## config.mk

```make
export PLATFORM = sky130hd
export DESIGN_NAME = flash_record_ring_controller
export DESIGN_NICKNAME = d
export VERILOG_FILES = /design/src/rtl/frrc_pkg.sv /design/src/rtl/frrc_div.sv /design/src/rtl/frrc_dp.sv /design/src/rtl/frrc_ctrl.sv /design/src/rtl/flash_record_ring_controller.sv
export SDC_FILE = /design/constraint.sdc
export NUM_CORES = 2
export LEC_CHECK = 0
export BUFFER_PORTS_ARGS = -buffer_cell sky130_fd_sc_hd__buf_4
export CAP_MARGIN = 20
export CORE_MARGIN = 2
export CORE_UTILIZATION = 53
export CTS_CLUSTER_DIAMETER = 150
export CTS_CLUSTER_SIZE = 28
export DETAILED_ROUTE_END_ITERATION = 10
export GPL_TIMING_DRIVEN = 0
export PLACE_DENSITY_LB_ADDON = 0.3
export SKIP_CTS_REPAIR_TIMING = 1
export SLEW_MARGIN = 20
export SYNTH_ARGS = -nofsm -noshare
export SYNTH_HDL_FRONTEND = slang
export SYNTH_SLANG_ARGS = --single-unit
export TNS_END_PERCENT = 20
```

## constraint.sdc

```tcl
create_clock -name clk -period 11 [get_ports clk]
set_input_delay 1.1 -clock clk [delete_from_list [all_inputs] [get_ports clk]]
set_output_delay 1.1 -clock clk [all_outputs]
set_load 0.005 [all_outputs]
```

## src/rtl/frrc_pkg.sv

```systemverilog
// ----------------------------------------------------------------------------
// frrc_pkg
// Shared types, codes and helpers of the flash record ring controller.
// ----------------------------------------------------------------------------
package frrc_pkg;

	// sector layout
	localparam int HEADER_BYTES = 32;
	localparam int HEADER_WORDS = HEADER_BYTES / 4;

	// iterative divider geometry (sector size over record size)
	localparam int DIV_DVD_W = 17;
	localparam int DIV_DSR_W = 13;
	localparam int DIV_STEPS = DIV_DVD_W;
	localparam int DIV_CNT_W = $clog2(DIV_STEPS);

	typedef enum logic [1:0] {
		OP_MOUNT = 2'd0,
		OP_SCAN  = 2'd1,
		OP_WRITE = 2'd2,
		OP_READ  = 2'd3
	} op_t;

	typedef enum logic [2:0] {
		CMD_STATUS    = 3'd0,
		CMD_ERASE     = 3'd1,
		CMD_HEADER    = 3'd2,
		CMD_PROG_DATA = 3'd3,
		CMD_PROG_PTR  = 3'd4,
		CMD_READ      = 3'd5
	} cmd_t;

	typedef enum logic [2:0] {
		STS_OK        = 3'd0,
		STS_TOO_LONG  = 3'd1,
		STS_UNALIGNED = 3'd2,
		STS_EMPTY     = 3'd3,
		STS_SCANNING  = 3'd4
	} status_t;

	typedef enum logic [1:0] {
		CFG_SECTOR_BASE  = 2'd0,
		CFG_SECTOR_BYTES = 2'd1,
		CFG_RECORD_BYTES = 2'd2
	} cfg_idx_t;

	typedef enum logic [3:0] {
		S_IDLE,
		S_DECODE,
		S_DIV1,
		S_DIV2,
		S_SCAN,
		S_SCAN_MUL,
		S_SCAN_FIN,
		S_ERASE,
		S_HEADER,
		S_WR_ADV,
		S_WR_DATA,
		S_WR_PTR,
		S_READ,
		S_STATUS
	} fsm_state_t;

	// controller to datapath
	typedef struct packed {
		logic    load_in;
		logic    div_start;
		logic    div_sel;
		logic    latch_pbytes;
		logic    commit_layout;
		logic    scan_step;
		logic    mul_step;
		logic    finish_scan;
		logic    wr_restart;
		logic    wr_advance;
		logic    count_inc;
		logic    emit;
		cmd_t    emit_cmd;
		status_t emit_status;
		logic    emit_last;
	} ctrl_cmd_t;

	// datapath to controller
	typedef struct packed {
		op_t  opcode;
		logic header_ok;
		logic scanning;
		logic rb_bad;
		logic len_too_long;
		logic len_unaligned;
		logic log_full;
		logic log_empty;
		logic div_done;
		logic scan_end;
		logic out_free;
	} dp_stat_t;

	// trailing zero count by halving, 31 for an all-zero word
	function automatic logic [4:0] trailing_zeros(input logic [31:0] w);
		logic [31:0] v;
		logic [4:0]  n;
		v = w;
		n = '0;
		if (v[15:0] == 16'd0) begin
			n[4] = 1'b1;
			v = v >> 16;
		end
		if (v[7:0] == 8'd0) begin
			n[3] = 1'b1;
			v = v >> 8;
		end
		if (v[3:0] == 4'd0) begin
			n[2] = 1'b1;
			v = v >> 4;
		end
		if (v[1:0] == 2'd0) begin
			n[1] = 1'b1;
			v = v >> 2;
		end
		if (v[0] == 1'b0) begin
			n[0] = 1'b1;
		end
		return n;
	endfunction

endpackage

```

## src/rtl/frrc_div.sv

```systemverilog
// ----------------------------------------------------------------------------
// frrc_div
// Restoring divider, one quotient bit per cycle.
// ----------------------------------------------------------------------------
module frrc_div (
	input  logic                           clk,
	input  logic                           arst_n,
	input  logic                           start,
	input  logic [frrc_pkg::DIV_DVD_W-1:0] dividend,
	input  logic [frrc_pkg::DIV_DSR_W-1:0] divisor,
	output logic                           done,
	output logic [frrc_pkg::DIV_DVD_W-1:0] quotient
);

	logic                           busy_q;
	logic                           done_q;
	logic [frrc_pkg::DIV_CNT_W-1:0] iter_q;
	logic [frrc_pkg::DIV_DSR_W-1:0] rem_q;
	logic [frrc_pkg::DIV_DVD_W-1:0] quo_q;
	logic [frrc_pkg::DIV_DSR_W-1:0] dsr_q;

	logic [frrc_pkg::DIV_DSR_W:0]   trial;
	logic [frrc_pkg::DIV_DSR_W:0]   diff;
	logic                           ge;

	assign trial = {rem_q, quo_q[frrc_pkg::DIV_DVD_W-1]};
	assign ge    = trial >= {1'b0, dsr_q};
	assign diff  = trial - {1'b0, dsr_q};

	always_ff @(posedge clk or negedge arst_n) begin
		if (!arst_n) begin
			busy_q <= 1'b0;
			done_q <= 1'b0;
			iter_q <= '0;
		end else if (start) begin
			busy_q <= 1'b1;
			done_q <= 1'b0;
			iter_q <= '0;
		end else if (busy_q) begin
			iter_q <= iter_q + 1'b1;
			if (iter_q == frrc_pkg::DIV_CNT_W'(frrc_pkg::DIV_STEPS - 1)) begin
				busy_q <= 1'b0;
				done_q <= 1'b1;
			end
		end else begin
			done_q <= 1'b0;
		end
	end

	always_ff @(posedge clk) begin
		if (start) begin
			rem_q <= '0;
			quo_q <= dividend;
			dsr_q <= divisor;
		end else if (busy_q) begin
			rem_q <= ge ? diff[frrc_pkg::DIV_DSR_W-1:0] : trial[frrc_pkg::DIV_DSR_W-1:0];
			quo_q <= {quo_q[frrc_pkg::DIV_DVD_W-2:0], ge};
		end
	end

	assign done     = done_q;
	assign quotient = quo_q;

endmodule

```

## src/rtl/frrc_dp.sv

```systemverilog
// ----------------------------------------------------------------------------
// frrc_dp
// Datapath: configuration, layout and log state, result assembly and
// output register.
// ----------------------------------------------------------------------------
module frrc_dp (
	input  logic                clk,
	input  logic                arst_n,
	input  logic                cfg_valid,
	input  logic [1:0]          cfg_index,
	input  logic [31:0]         cfg_data,
	input  logic [87:0]         s_tdata,
	input  logic [1:0]          s_tuser,
	input  frrc_pkg::ctrl_cmd_t cmd,
	output frrc_pkg::dp_stat_t  stat,
	input  logic                m_tready,
	output logic                m_tvalid,
	output logic [119:0]        m_tdata,
	output logic [2:0]          m_tuser,
	output logic                m_tlast
);

	// latched input item
	frrc_pkg::op_t op_q;
	logic          hdr_ok_q;
	logic [31:0]   pw_q;
	logic [15:0]   len_q;
	logic [31:0]   host_q;

	// configuration
	logic [31:0]   sector_base_q;
	logic [16:0]   sector_bytes_q;
	logic [12:0]   record_bytes_q;

	// log state
	logic [13:0]   record_count_q;
	logic [31:0]   current_addr_q;
	logic [13:0]   records_max_q;
	logic [31:0]   payload_base_q;
	logic [11:0]   paw_q;
	logic [11:0]   zws_q;
	logic          scanning_q;

	// working registers
	logic [13:0]   pbytes_q;
	logic [13:0]   cnt_q;
	logic [26:0]   prod_q;

	// output register
	logic          out_valid_q;
	frrc_pkg::cmd_t    out_cmd_q;
	logic [31:0]   out_flash_q;
	logic [31:0]   out_host_q;
	logic [14:0]   out_wc_q;
	logic [31:0]   out_pv_q;
	frrc_pkg::status_t out_sts_q;
	logic          out_last_q;

	logic [16:0]   avail;
	logic [16:0]   avail_rest;
	logic [16:0]   div_dvd;
	logic [16:0]   div_quo;
	logic          div_done;
	logic [13:0]   pb_sum;
	logic [13:0]   pb_calc;
	logic [31:0]   ptr_base;
	logic [31:0]   new_payload;

	logic [11:0]   zws_next;
	logic          pw_zero;
	logic [4:0]    tz;
	logic [16:0]   cnt_raw;
	logic [13:0]   cnt_sat;
	logic [13:0]   cnt_dec;
	logic [26:0]   prod_calc;

	logic [8:0]    ptr_q_idx;
	logic [4:0]    ptr_bit;
	logic [31:0]   ptr_off;
	logic [31:0]   ptr_addr;
	logic [31:0]   ptr_val;

	logic [31:0]   o_flash;
	logic [31:0]   o_host;
	logic [14:0]   o_wc;
	logic [31:0]   o_pv;

	// layout
	assign avail      = (sector_bytes_q > 17'(frrc_pkg::HEADER_BYTES)) ?
	                    sector_bytes_q - 17'(frrc_pkg::HEADER_BYTES) : '0;
	assign pb_sum     = div_quo[16:3] + 14'd4;
	assign pb_calc    = {pb_sum[13:2], 2'b00};
	assign avail_rest = (avail > {3'b000, pb_calc}) ? avail - {3'b000, pb_calc} : '0;
	assign div_dvd    = cmd.div_sel ? avail_rest : avail;
	assign ptr_base   = sector_base_q + 32'(frrc_pkg::HEADER_BYTES);
	assign new_payload = ptr_base + {18'd0, pbytes_q};

	frrc_div u_div (
		.clk      (clk),
		.arst_n   (arst_n),
		.start    (cmd.div_start),
		.dividend (div_dvd),
		.divisor  (record_bytes_q),
		.done     (div_done),
		.quotient (div_quo)
	);

	// pointer scan
	assign zws_next  = zws_q + 12'd1;
	assign pw_zero   = (pw_q == 32'd0);
	assign tz        = frrc_pkg::trailing_zeros(pw_q);
	assign cnt_raw   = pw_zero ? {zws_next, 5'd0} : {zws_q, 5'd0} + {12'd0, tz};
	assign cnt_sat   = (cnt_raw > {3'b000, records_max_q}) ? records_max_q : cnt_raw[13:0];
	assign cnt_dec   = cnt_q - 14'd1;
	assign prod_calc = cnt_dec * record_bytes_q;

	// thermometer word for the current count
	assign ptr_q_idx = record_count_q[13:5];
	assign ptr_bit   = record_count_q[4:0];
	assign ptr_off   = (ptr_bit == 5'd0) ? {23'd0, ptr_q_idx} - 32'd1 : {23'd0, ptr_q_idx};
	assign ptr_addr  = ptr_base + {ptr_off[29:0], 2'b00};
	assign ptr_val   = (ptr_bit == 5'd0) ? 32'd0 : 32'hFFFF_FFFF << ptr_bit;

	always_ff @(posedge clk) begin
		if (cmd.load_in) begin
			op_q     <= frrc_pkg::op_t'(s_tuser);
			hdr_ok_q <= s_tdata[0];
			pw_q     <= s_tdata[32:1];
			len_q    <= s_tdata[48:33];
			host_q   <= s_tdata[80:49];
		end
		if (cmd.latch_pbytes) begin
			pbytes_q <= pb_calc;
		end
		if (cmd.scan_step) begin
			cnt_q <= cnt_sat;
		end
		if (cmd.mul_step) begin
			prod_q <= prod_calc;
		end
	end

	always_ff @(posedge clk or negedge arst_n) begin
		if (!arst_n) begin
			sector_base_q  <= 32'd0;
			sector_bytes_q <= 17'd4096;
			record_bytes_q <= 13'd16;
		end else if (cfg_valid) begin
			case (cfg_index)
				frrc_pkg::CFG_SECTOR_BASE:  sector_base_q  <= cfg_data;
				frrc_pkg::CFG_SECTOR_BYTES: sector_bytes_q <= cfg_data[16:0];
				frrc_pkg::CFG_RECORD_BYTES: record_bytes_q <= cfg_data[12:0];
				default: ;
			endcase
		end
	end

	always_ff @(posedge clk or negedge arst_n) begin
		if (!arst_n) begin
			record_count_q <= '0;
			current_addr_q <= '0;
			records_max_q  <= '0;
			payload_base_q <= '0;
			paw_q          <= '0;
			zws_q          <= '0;
			scanning_q     <= 1'b0;
		end else if (cmd.commit_layout) begin
			records_max_q  <= div_quo[13:0];
			paw_q          <= pbytes_q[13:2];
			payload_base_q <= new_payload;
			if (hdr_ok_q) begin
				scanning_q <= 1'b1;
				zws_q      <= '0;
			end else begin
				scanning_q     <= 1'b0;
				record_count_q <= '0;
				current_addr_q <= new_payload;
			end
		end else if (cmd.scan_step) begin
			if (pw_zero) begin
				zws_q <= zws_next;
			end
		end else if (cmd.finish_scan) begin
			record_count_q <= cnt_q;
			scanning_q     <= 1'b0;
			current_addr_q <= (cnt_q == 14'd0) ? payload_base_q :
			                  payload_base_q + {5'd0, prod_q};
		end else if (cmd.wr_restart) begin
			record_count_q <= '0;
			current_addr_q <= payload_base_q;
		end else if (cmd.wr_advance) begin
			current_addr_q <= (record_count_q == 14'd0) ? payload_base_q :
			                  current_addr_q + {19'd0, record_bytes_q};
		end else if (cmd.count_inc) begin
			record_count_q <= record_count_q + 14'd1;
		end
	end

	// result fields by command, unused fields stay zero
	always_comb begin
		o_flash = '0;
		o_host  = '0;
		o_wc    = '0;
		o_pv    = '0;
		case (cmd.emit_cmd)
			frrc_pkg::CMD_ERASE: begin
				o_flash = sector_base_q;
			end
			frrc_pkg::CMD_HEADER: begin
				o_flash = sector_base_q;
				o_wc    = 15'(frrc_pkg::HEADER_WORDS);
			end
			frrc_pkg::CMD_PROG_DATA, frrc_pkg::CMD_READ: begin
				o_flash = current_addr_q;
				o_host  = host_q;
				o_wc    = {1'b0, len_q[15:2]};
			end
			frrc_pkg::CMD_PROG_PTR: begin
				o_flash = ptr_addr;
				o_wc    = 15'd1;
				o_pv    = ptr_val;
			end
			default: ;
		endcase
	end

	always_ff @(posedge clk or negedge arst_n) begin
		if (!arst_n) begin
			out_valid_q <= 1'b0;
		end else if (cmd.emit) begin
			out_valid_q <= 1'b1;
		end else if (m_tready) begin
			out_valid_q <= 1'b0;
		end
	end

	always_ff @(posedge clk) begin
		if (cmd.emit) begin
			out_cmd_q   <= cmd.emit_cmd;
			out_flash_q <= o_flash;
			out_host_q  <= o_host;
			out_wc_q    <= o_wc;
			out_pv_q    <= o_pv;
			out_sts_q   <= cmd.emit_status;
			out_last_q  <= cmd.emit_last;
		end
	end

	assign m_tvalid = out_valid_q;
	assign m_tdata  = {6'd0, out_sts_q, out_pv_q, out_wc_q, out_host_q, out_flash_q};
	assign m_tuser  = out_cmd_q;
	assign m_tlast  = out_last_q;

	assign stat.opcode        = op_q;
	assign stat.header_ok     = hdr_ok_q;
	assign stat.scanning      = scanning_q;
	assign stat.rb_bad        = (record_bytes_q[1:0] != 2'd0) || (record_bytes_q == 13'd0);
	assign stat.len_too_long  = len_q > {3'b000, record_bytes_q};
	assign stat.len_unaligned = len_q[1:0] != 2'd0;
	assign stat.log_full      = record_count_q >= records_max_q;
	assign stat.log_empty     = record_count_q == 14'd0;
	assign stat.div_done      = div_done;
	assign stat.scan_end      = !pw_zero || (zws_next >= paw_q);
	assign stat.out_free      = !out_valid_q || m_tready;

endmodule

```

## src/rtl/frrc_ctrl.sv

```systemverilog
// ----------------------------------------------------------------------------
// frrc_ctrl
// Controller: sequences one item at a time through mount, scan, write and
// read, and emits its result items through the output register.
// ----------------------------------------------------------------------------
module frrc_ctrl (
	input  logic                clk,
	input  logic                arst_n,
	input  logic                s_tvalid,
	input  frrc_pkg::dp_stat_t  stat,
	output logic                in_ready,
	output frrc_pkg::ctrl_cmd_t cmd
);

	frrc_pkg::fsm_state_t state_q, state_d;
	frrc_pkg::status_t    sts_q, sts_d;

	always_ff @(posedge clk or negedge arst_n) begin
		if (!arst_n) begin
			state_q <= frrc_pkg::S_IDLE;
			sts_q   <= frrc_pkg::STS_OK;
		end else begin
			state_q <= state_d;
			sts_q   <= sts_d;
		end
	end

	// next state
	always_comb begin
		state_d = state_q;
		sts_d   = sts_q;
		case (state_q)
			frrc_pkg::S_IDLE: begin
				if (s_tvalid) begin
					state_d = frrc_pkg::S_DECODE;
				end
			end
			frrc_pkg::S_DECODE: begin
				case (stat.opcode)
					frrc_pkg::OP_MOUNT: begin
						if (stat.rb_bad) begin
							state_d = frrc_pkg::S_STATUS;
							sts_d   = frrc_pkg::STS_UNALIGNED;
						end else begin
							state_d = frrc_pkg::S_DIV1;
						end
					end
					frrc_pkg::OP_SCAN: begin
						state_d = frrc_pkg::S_SCAN;
					end
					frrc_pkg::OP_WRITE: begin
						state_d = frrc_pkg::S_STATUS;
						if (stat.scanning) begin
							sts_d = frrc_pkg::STS_SCANNING;
						end else if (stat.len_too_long) begin
							sts_d = frrc_pkg::STS_TOO_LONG;
						end else if (stat.len_unaligned) begin
							sts_d = frrc_pkg::STS_UNALIGNED;
						end else if (stat.log_full) begin
							state_d = frrc_pkg::S_ERASE;
						end else begin
							state_d = frrc_pkg::S_WR_ADV;
						end
					end
					default: begin
						state_d = frrc_pkg::S_STATUS;
						if (stat.scanning) begin
							sts_d = frrc_pkg::STS_SCANNING;
						end else if (stat.log_empty) begin
							sts_d = frrc_pkg::STS_EMPTY;
						end else if (stat.len_too_long) begin
							sts_d = frrc_pkg::STS_TOO_LONG;
						end else if (stat.len_unaligned) begin
							sts_d = frrc_pkg::STS_UNALIGNED;
						end else begin
							state_d = frrc_pkg::S_READ;
						end
					end
				endcase
			end
			frrc_pkg::S_DIV1: begin
				if (stat.div_done) begin
					state_d = frrc_pkg::S_DIV2;
				end
			end
			frrc_pkg::S_DIV2: begin
				if (stat.div_done) begin
					if (stat.header_ok) begin
						state_d = frrc_pkg::S_STATUS;
						sts_d   = frrc_pkg::STS_SCANNING;
					end else begin
						state_d = frrc_pkg::S_ERASE;
					end
				end
			end
			frrc_pkg::S_SCAN: begin
				if (!stat.scanning) begin
					state_d = frrc_pkg::S_IDLE;
				end else if (stat.scan_end) begin
					state_d = frrc_pkg::S_SCAN_MUL;
				end else begin
					state_d = frrc_pkg::S_STATUS;
					sts_d   = frrc_pkg::STS_SCANNING;
				end
			end
			frrc_pkg::S_SCAN_MUL: begin
				state_d = frrc_pkg::S_SCAN_FIN;
			end
			frrc_pkg::S_SCAN_FIN: begin
				state_d = frrc_pkg::S_STATUS;
				sts_d   = frrc_pkg::STS_OK;
			end
			frrc_pkg::S_ERASE: begin
				if (stat.out_free) begin
					state_d = frrc_pkg::S_HEADER;
				end
			end
			frrc_pkg::S_HEADER: begin
				if (stat.out_free) begin
					state_d = (stat.opcode == frrc_pkg::OP_WRITE) ?
					          frrc_pkg::S_WR_ADV : frrc_pkg::S_IDLE;
				end
			end
			frrc_pkg::S_WR_ADV: begin
				state_d = frrc_pkg::S_WR_DATA;
			end
			frrc_pkg::S_WR_DATA: begin
				if (stat.out_free) begin
					state_d = frrc_pkg::S_WR_PTR;
				end
			end
			frrc_pkg::S_WR_PTR, frrc_pkg::S_READ, frrc_pkg::S_STATUS: begin
				if (stat.out_free) begin
					state_d = frrc_pkg::S_IDLE;
				end
			end
			default: begin
				state_d = frrc_pkg::S_IDLE;
			end
		endcase
	end

	// outputs
	always_comb begin
		in_ready = 1'b0;
		cmd      = '0;
		case (state_q)
			frrc_pkg::S_IDLE: begin
				in_ready    = 1'b1;
				cmd.load_in = s_tvalid;
			end
			frrc_pkg::S_DECODE: begin
				if (stat.opcode == frrc_pkg::OP_MOUNT && !stat.rb_bad) begin
					cmd.div_start = 1'b1;
				end
			end
			frrc_pkg::S_DIV1: begin
				if (stat.div_done) begin
					cmd.latch_pbytes = 1'b1;
					cmd.div_start    = 1'b1;
					cmd.div_sel      = 1'b1;
				end
			end
			frrc_pkg::S_DIV2: begin
				cmd.commit_layout = stat.div_done;
			end
			frrc_pkg::S_SCAN: begin
				cmd.scan_step = stat.scanning;
			end
			frrc_pkg::S_SCAN_MUL: begin
				cmd.mul_step = 1'b1;
			end
			frrc_pkg::S_SCAN_FIN: begin
				cmd.finish_scan = 1'b1;
			end
			frrc_pkg::S_ERASE: begin
				cmd.emit     = stat.out_free;
				cmd.emit_cmd = frrc_pkg::CMD_ERASE;
			end
			frrc_pkg::S_HEADER: begin
				cmd.emit       = stat.out_free;
				cmd.emit_cmd   = frrc_pkg::CMD_HEADER;
				cmd.emit_last  = (stat.opcode == frrc_pkg::OP_MOUNT);
				cmd.wr_restart = stat.out_free && (stat.opcode == frrc_pkg::OP_WRITE);
			end
			frrc_pkg::S_WR_ADV: begin
				cmd.wr_advance = 1'b1;
			end
			frrc_pkg::S_WR_DATA: begin
				cmd.emit      = stat.out_free;
				cmd.emit_cmd  = frrc_pkg::CMD_PROG_DATA;
				cmd.count_inc = stat.out_free;
			end
			frrc_pkg::S_WR_PTR: begin
				cmd.emit      = stat.out_free;
				cmd.emit_cmd  = frrc_pkg::CMD_PROG_PTR;
				cmd.emit_last = 1'b1;
			end
			frrc_pkg::S_READ: begin
				cmd.emit      = stat.out_free;
				cmd.emit_cmd  = frrc_pkg::CMD_READ;
				cmd.emit_last = 1'b1;
			end
			frrc_pkg::S_STATUS: begin
				cmd.emit        = stat.out_free;
				cmd.emit_cmd    = frrc_pkg::CMD_STATUS;
				cmd.emit_status = sts_q;
				cmd.emit_last   = 1'b1;
			end
			default: ;
		endcase
	end

endmodule

```

## src/rtl/flash_record_ring_controller.sv

```systemverilog
// ----------------------------------------------------------------------------
// flash_record_ring_controller
// Command sequencer for a one-sector ring of fixed-size flash records with a
// thermometer-coded record count in a pointer area after the header.
// ----------------------------------------------------------------------------
// sequence: mount runs two 17-step divisions by record size in the shared
//   restoring divider; a scan item with no scan open is ignored without a
//   result; a write erases the sector and rewrites the header on a ring wrap
//   before its data program; one item at a time, results wait for a free output
// reset: arst_n clears the log state and the controller, configuration
//   returns to base 0, 4096-byte sector, 16-byte records
// ----------------------------------------------------------------------------
module flash_record_ring_controller (
	input  logic         clk,
	input  logic         arst_n,
	// configuration write channel
	input  logic         cfg_valid,
	output logic         cfg_ready,
	input  logic [1:0]   cfg_index,
	input  logic [31:0]  cfg_data,
	// input items
	input  logic         s_tvalid,
	output logic         s_tready,
	input  logic [87:0]  s_tdata,   // header_ok, pointer_word, length_bytes, host_buffer_addr
	input  logic [1:0]   s_tuser,   // opcode
	// result items
	output logic         m_tvalid,
	input  logic         m_tready,
	output logic [119:0] m_tdata,   // flash_addr, host_addr, word_count, pointer_value, status
	output logic [2:0]   m_tuser,   // command
	output logic         m_tlast    // last result of the item
);

	frrc_pkg::ctrl_cmd_t ctrl_cmd;
	frrc_pkg::dp_stat_t  dp_stat;

	// configuration registers are always writable
	assign cfg_ready = 1'b1;

	// controller: one item in flight, ready only when idle
	frrc_ctrl u_ctrl (
		.clk      (clk),
		.arst_n   (arst_n),
		.s_tvalid (s_tvalid),
		.stat     (dp_stat),
		.in_ready (s_tready),
		.cmd      (ctrl_cmd)
	);

	// datapath: layout, count recovery, address math and the output register,
	// which lets the next item be taken while the last result waits
	frrc_dp u_dp (
		.clk       (clk),
		.arst_n    (arst_n),
		.cfg_valid (cfg_valid),
		.cfg_index (cfg_index),
		.cfg_data  (cfg_data),
		.s_tdata   (s_tdata),
		.s_tuser   (s_tuser),
		.cmd       (ctrl_cmd),
		.stat      (dp_stat),
		.m_tready  (m_tready),
		.m_tvalid  (m_tvalid),
		.m_tdata   (m_tdata),
		.m_tuser   (m_tuser),
		.m_tlast   (m_tlast)
	);

`ifndef SYNTHESIS
	// a new item is never taken in the cycle right after one was taken
	assert property (@(posedge clk) disable iff (!arst_n)
		(s_tvalid && s_tready) |=> !s_tready)
	else $error("item accepted twice in a row");

	// results only load into a free output register
	assert property (@(posedge clk) disable iff (!arst_n)
		ctrl_cmd.emit |-> dp_stat.out_free)
	else $error("output register overwritten");

	// no data program while the pointer scan is open
	assert property (@(posedge clk) disable iff (!arst_n)
		(ctrl_cmd.emit && ctrl_cmd.emit_cmd == frrc_pkg::CMD_PROG_DATA) |-> !dp_stat.scanning)
	else $error("data program during scan");

	// the pointer word program closes a write
	assert property (@(posedge clk) disable iff (!arst_n)
		(m_tvalid && m_tuser == frrc_pkg::CMD_PROG_PTR) |-> m_tlast)
	else $error("pointer program not marked last");
`endif

endmodule
```

# ---- After elaboration in Yosys (flattened, before gate mapping)
# Index checks and enable logic that the tools add are counted.
# W data, S select, Z words.
dict set report totals {
  elab_cells 244
  regBits 491
  out_inout_bits 127
  input_bits 129
}
dict set report op_classes {
  muxes 102
  n_mul 1
  n_bitwise 1
  n_lt_le_gt_ge 7
  eq_ne 40
  n_addsub 15
  reduce_logical 43
  shift 1
}
# cell n
set op_table {}
lappend op_table {{$mux W32} 8}
lappend op_table {{$mux W14} 8}
lappend op_table {{$mux W17} 6}
lappend op_table {{$pmux W32 S3} 1}
lappend op_table {{$mux W4} 19}
lappend op_table {{$mux W12} 4}
lappend op_table {{$pmux W4 S12} 1}
lappend op_table {{$pmux W14 S3} 1}
lappend op_table {{$mux W3} 12}
lappend op_table {{$gt A17 B14 Y1} 2}
lappend op_table {{$add A32 B13 Y32} 1}
lappend op_table {{$add A32 B14 Y32} 1}
lappend op_table {{$add A32 B27 Y32} 1}
lappend op_table {{$add A32 B32 Y32} 1}
lappend op_table {{$add A32 B6 Y32 const B} 1}
lappend op_table {{$logic_not A32 Y1} 1}
lappend op_table {{$shl A32 B5 Y32 const A} 1}
lappend op_table {{$mux W30} 1}
lappend op_table {{$mux W1} 29}
lappend op_table {{$logic_not A14 Y1} 2}
lappend op_table {{$mul A14 B13 Y27} 1}
lappend op_table {{$eq A4 B4 Y1 const B} 6}
lappend op_table {{$pmux W4 S6} 1}
lappend op_table {{$ne A2 B1 Y1 const B} 10}
lappend op_table {{other kinds (54)} 91}

# ---- Longest topological paths before layout
dict set report depth {
  depth_word 13
  mapped_depth 29
  ltp_nobuf 28
}

# ---- Hierarchy
# A second synthesis with hierarchy kept.
dict set report hier_totals {
  hier_cells 3782
  hier_area_um2 36234.8
}
# mod seq_area_each_um2 instances cells_each area_each_um2
set by_module_without_submodules {}
lappend by_module_without_submodules {frrc_dp 12104.1 1 3406 32600.0}
lappend by_module_without_submodules {frrc_div 1336.3 1 232 2675.1}
lappend by_module_without_submodules {frrc_ctrl 175.2 1 142 948.4}
lappend by_module_without_submodules {flash_record_ring_controller 0.0 1 2 11.3}

# ---- Worst setup path after synthesis
# No wires, ideal clock.
dict set report synth_path {
  path_type {flip-flop to flip-flop}
  start {register u_dp.cnt_q[0]}
  end {register u_dp.prod_q[26], data pin}
  t_required_ps 10740
  setup_ps 260
  n_path_buf 1
  synth_period_minus_slack_ps 7471
  path_slack_ps 3529
  t_arrival_ps 7211
  path_stages_with_launch 30
  path_cell_list {edfxtp_1 > buf_1 > inv_1 > ha_1 > nand2b_1 > nor4_1 > nand2_1 > nor4_1 > xnor2_1 > nor2_1 > fa_1 > inv_1 > fa_1 > inv_1 > fa_1 > fa_1 > inv_1 > fa_1 > inv_1 > ha_1 > and3_1 > and3_1 > a21oi_1 > a21oi_1 > o41ai_1 > o21ai_1 > or4_1 > a31o_1 > a21oi_1 > xnor2_1}
}
dict set report synth_via {
  elab_chain_cells 2
}
# item line_no
set synth_rtl {}
lappend synth_rtl {{start, declared} frrc_dp.sv:46} ;# logic [13:0] cnt_q;
lappend synth_rtl {{start signal, assigned} frrc_dp.sv:136} ;# cnt_q <= cnt_sat;
lappend synth_rtl {{$sub A14 B1 Y14} frrc_dp.sv:114} ;# assign cnt_dec = cnt_q - 14'd1;
lappend synth_rtl {{$mul A14 B13 Y27} frrc_dp.sv:115} ;# assign prod_calc = cnt_dec * record_bytes_q;
lappend synth_rtl {{named net u_dp.prod_calc[26]} frrc_dp.sv:75} ;# logic [26:0] prod_calc;
lappend synth_rtl {{end signal, assigned} frrc_dp.sv:139} ;# prod_q <= prod_calc;
lappend synth_rtl {{end, declared} frrc_dp.sv:47} ;# logic [26:0] prod_q;
# The timed path passes the listed nets, and every way through them passes these cells.
# A chain may end at the register's enable or synchronous reset.

# ---- Worst setup path after layout
# Ends and elaborated chain as after synthesis.

==> qor.yml <==
run_status:
  outcome: "complete, no violations"
yosys:
  synth-main-ff-cell: "edfxtp_1"
  synth_warnings: 0
  ys_types: 89
  syn_avg_cell_area_um2: 9.59
  synth_edf_count: 283
  syn_inst: 3611
  synth-seq-cells: 490
  async_flop_share_pct: 39.6
  synth_area_mm2: 0.0346
  synth-seq-area-share_pct: 39.3
drt:
  wire_per_inst_um: 21.7
  final_antenna_net_count: 0
  firstDrtPassIters: 7
  dr.first_iter.drc_count: 2786
  routed-via-count: 28100
  viasPerCell: 5.90
  wl_um: 104000
  drc: 0
floorplanning:
  coreArea_mm2: 0.0645
  die_y_um: 260
  fp.dieW_um: 260
  io_pins: 256
  start_util_pct: 53.7
  num_rows: 93
  die-area_mm2: 0.0674
grt:
  grt.total_usage_pct: 30.5
  grt_pass1_wl_um: 158000
  antenna_found_initial: 3
  grt_pass1_vias: 27100
  gr-total-overflow: 0
  grt_max_degree: 71
clock_tree:
  clock_path_buffers: 3
  clk_pin_slew_worst_paths_ns: 0.12
  cts_tree: "done"
  root_buffer: "clkbuf_16"
  clock_latency_ns: 0.59
  htree_levels: 1
  cts_buffers: 21
  cts_sinks: 490
timing:
  fin_skew_ns: 0.0304
  fmax_mhz: 109
  fin_crit_ns: 9.21
  fin_setup_tns_ns: 0
  worstMarginPinSlew_ns: 1.20
  rsz0062_at_grt: "no"
  fin_ws_ns: 1.79
  final-max-slew-violation-count: 0
  setup_violations: 0
  hold_viol: 0
  slew-limit-headroom_pct: 19.4
  post-route-period-util_pct: 83.7
placed_design:
  dp_cells: 4725
  hpwl_um: 82500
  io_buffers: 240
  post_dp_cell_area_mm2: 0.0378
  pre_cts_ws_ns: 2.08
  place.gp.congestion: 0.972
setup_path:
  reg2reg_from: "u_dp.cnt_q[0]"
  rrSetupSlack_ns: 1.79
  crit_required_ns: 11.34
  critPathMaxFanout: 10
  crit_type: "register to register"
  start_kind: "register"
  slowest_delay_ns: 0.56
  r2r_cells: 29
  cp-startpoint: "u_dp.cnt_q[0]"
  end_kind: "register"
  reg2reg_to: "u_dp.prod_q[26]"
  worst_ep_arrival_time_ns: 9.55
  endpoint: "u_dp.prod_q[26]"
  cp_slowest_cell: "nor4_1"
final_layout:
  area_growth_pct: 10.9
  drive_gt1_share_pct: 9.80
  layout.area.seq_mm2: 0.0136
  multi_input_area_mm2: 0.0193
  final_cells: 4767
  final_area_mm2: 0.0384
  nFillCells: 5569
  nNetsFinal: 4405
power_and_ir_drop:
  ir_drop_uv: 149
  p_leak_nw: 16.9
  powerDensity_mw_per_mm2: 243
worst_hold_path:
  hold_class: "primary input to async pin"
run:
  max_cap_viol_count: 0
[logic make-up (layout without fill, tap and decap cells)]
logic type	count (synthesis)	count (layout)	synth area share [%]
other	2	13	0.0217
xor gates and xnor gates	229	229	5.79
adders and majority gates	383	383	16.8
muxes	89	89	2.84
and+or+nand+nor	1144	1144	15.6
AOI/OAI and AO/OA	805	805	14.4
buffers and inverters	469	759	5.20
DFF	490	490	39.3
[where the power goes]
| part | internal, mW | switching, mW |
|---|---|---|
| clock | 0.371 | 0.591 |
| sequential | 2.58 | 0.396 |
| combinational | 2.16 | 3.24 |
[critical path: cells and delay by family, from the launching register on]
family / cells / cell delay, ns
buf+inv: 6 / 0.83
xor+xnor: 2 / 0.77
simple gates: 8 / 2.39
compound gates: 6 / 1.32
flops: 1 / 0.55
fa+ha+maj: 7 / 3.12
[cell usage in the layout (no fill, tap or decap), types with 21 or more instances in the layout]
cell	Yosys	layout
clkbuf_1	124	139
nor2b_1	40	39
edfxtp_1	283	283
ha_1	244	244
xor2_1	88	88
dfrtp_1	192	192
o31ai_1	21	21
nor3_1	54	52
a22oi_1	44	44
o21a_1	23	23
inv_1	322	322
a21oi_1	198	198
nand2_1	358	358
and3_1	39	39
o21ai_0	246	246
a31oi_1	25	25
and2_1	72	71
nand3_1	74	74
a21o_1	76	76
xnor2_1	141	141
nand4_1	35	35
nand2b_1	46	46
nor4_1	29	29
clkbuf_16	0	21
buf_4	9	252
mux2_2	68	68
nor2_1	328	326
fa_1	138	138
[how the worst min path moves through the flow]
stage,startpoint,end,cells past startpoint
finish,arst_n,u_dp.u_div.iter_q[0],1
global route,arst_n,u_dp.u_div.iter_q[0],1
CTS,arst_n,u_dp.u_div.iter_q[0],1
detailed placement,u_dp.u_div.rem_q[1],u_dp.u_div.rem_q[1],2
global placement,u_dp.u_div.rem_q[1],u_dp.u_div.rem_q[1],2
floorplan,u_dp.pbytes_q[2],u_dp.paw_q[0],2
[through the flow]
stage / power, mW / utilization (%) / hold slack (ns)
floorplan: 6.59 / - / 0.445
global placement: 8.18 / 58.2 / 0.475
detailed placement: 8.28 / 58.6 / 0.485
CTS: 9.25 / 59.5 / 0.492
global route: 10.0 / 59.5 / 0.493
finish: 9.34 / 59.6 / 0.462
[layout make-up]
type,instances,area share [%]
Multi-Input combinational cell,2659,50.2
Sequential cell,490,35.5
Timing Repair Buffer,253,5.32
Inverter,325,3.18
Tap cell,855,2.79
Clock buffer,36,1.52
Buffer,144,1.51
Clock inverter,1,0.0424
Antenna cell,4,0.0261
[sequential cells by signal, indices dropped and copies added, names as in the netlist, 13 cells and up]
name and count:
u_dp.cnt_q 14, u_dp.current_addr_q 32, u_dp.host_q 32, u_dp.len_q 16, u_dp.out_flash_q 32, u_dp.out_host_q 32, u_dp.out_pv_q 32, u_dp.out_wc_q 14
u_dp.payload_base_q 32, u_dp.prod_q 27, u_dp.pw_q 32, u_dp.record_bytes_q 13, u_dp.record_count_q 14, u_dp.records_max_q 14, u_dp.sector_base_q 32, u_dp.sector_bytes_q 17
u_dp.u_div.dsr_q 13, u_dp.u_div.quotient 17, u_dp.u_div.rem_q 13
[synth_stat cells, types with 46 or more instances]
cell | instances | area (µm²)
nor3_1 | 54 | 270
clkbuf_1 | 124 | 465
inv_1 | 322 | 1210
nand2b_1 | 46 | 288
xnor2_1 | 141 | 1230
dfrtp_1 | 192 | 4800
o21ai_0 | 246 | 1230
nor2_1 | 328 | 1230
nand3_1 | 74 | 370
a21oi_1 | 198 | 991
and2_1 | 72 | 450
a21o_1 | 76 | 571
xor2_1 | 88 | 771
fa_1 | 138 | 2760
nand2_1 | 358 | 1340
mux2_2 | 68 | 766
edfxtp_1 | 283 | 8500
ha_1 | 244 | 3050
[metal layers]
layer	vias to the layer above	GRT usage, %	share of wire [%]
met2	1276	49.6	46
met3	202	5.60	8.9
met1	13500	40.9	41
met4	0	11.1	3.7
li1	13200	-	-
met5	-	0	0
No activity file was read; power rests on OpenSTA's default activity.
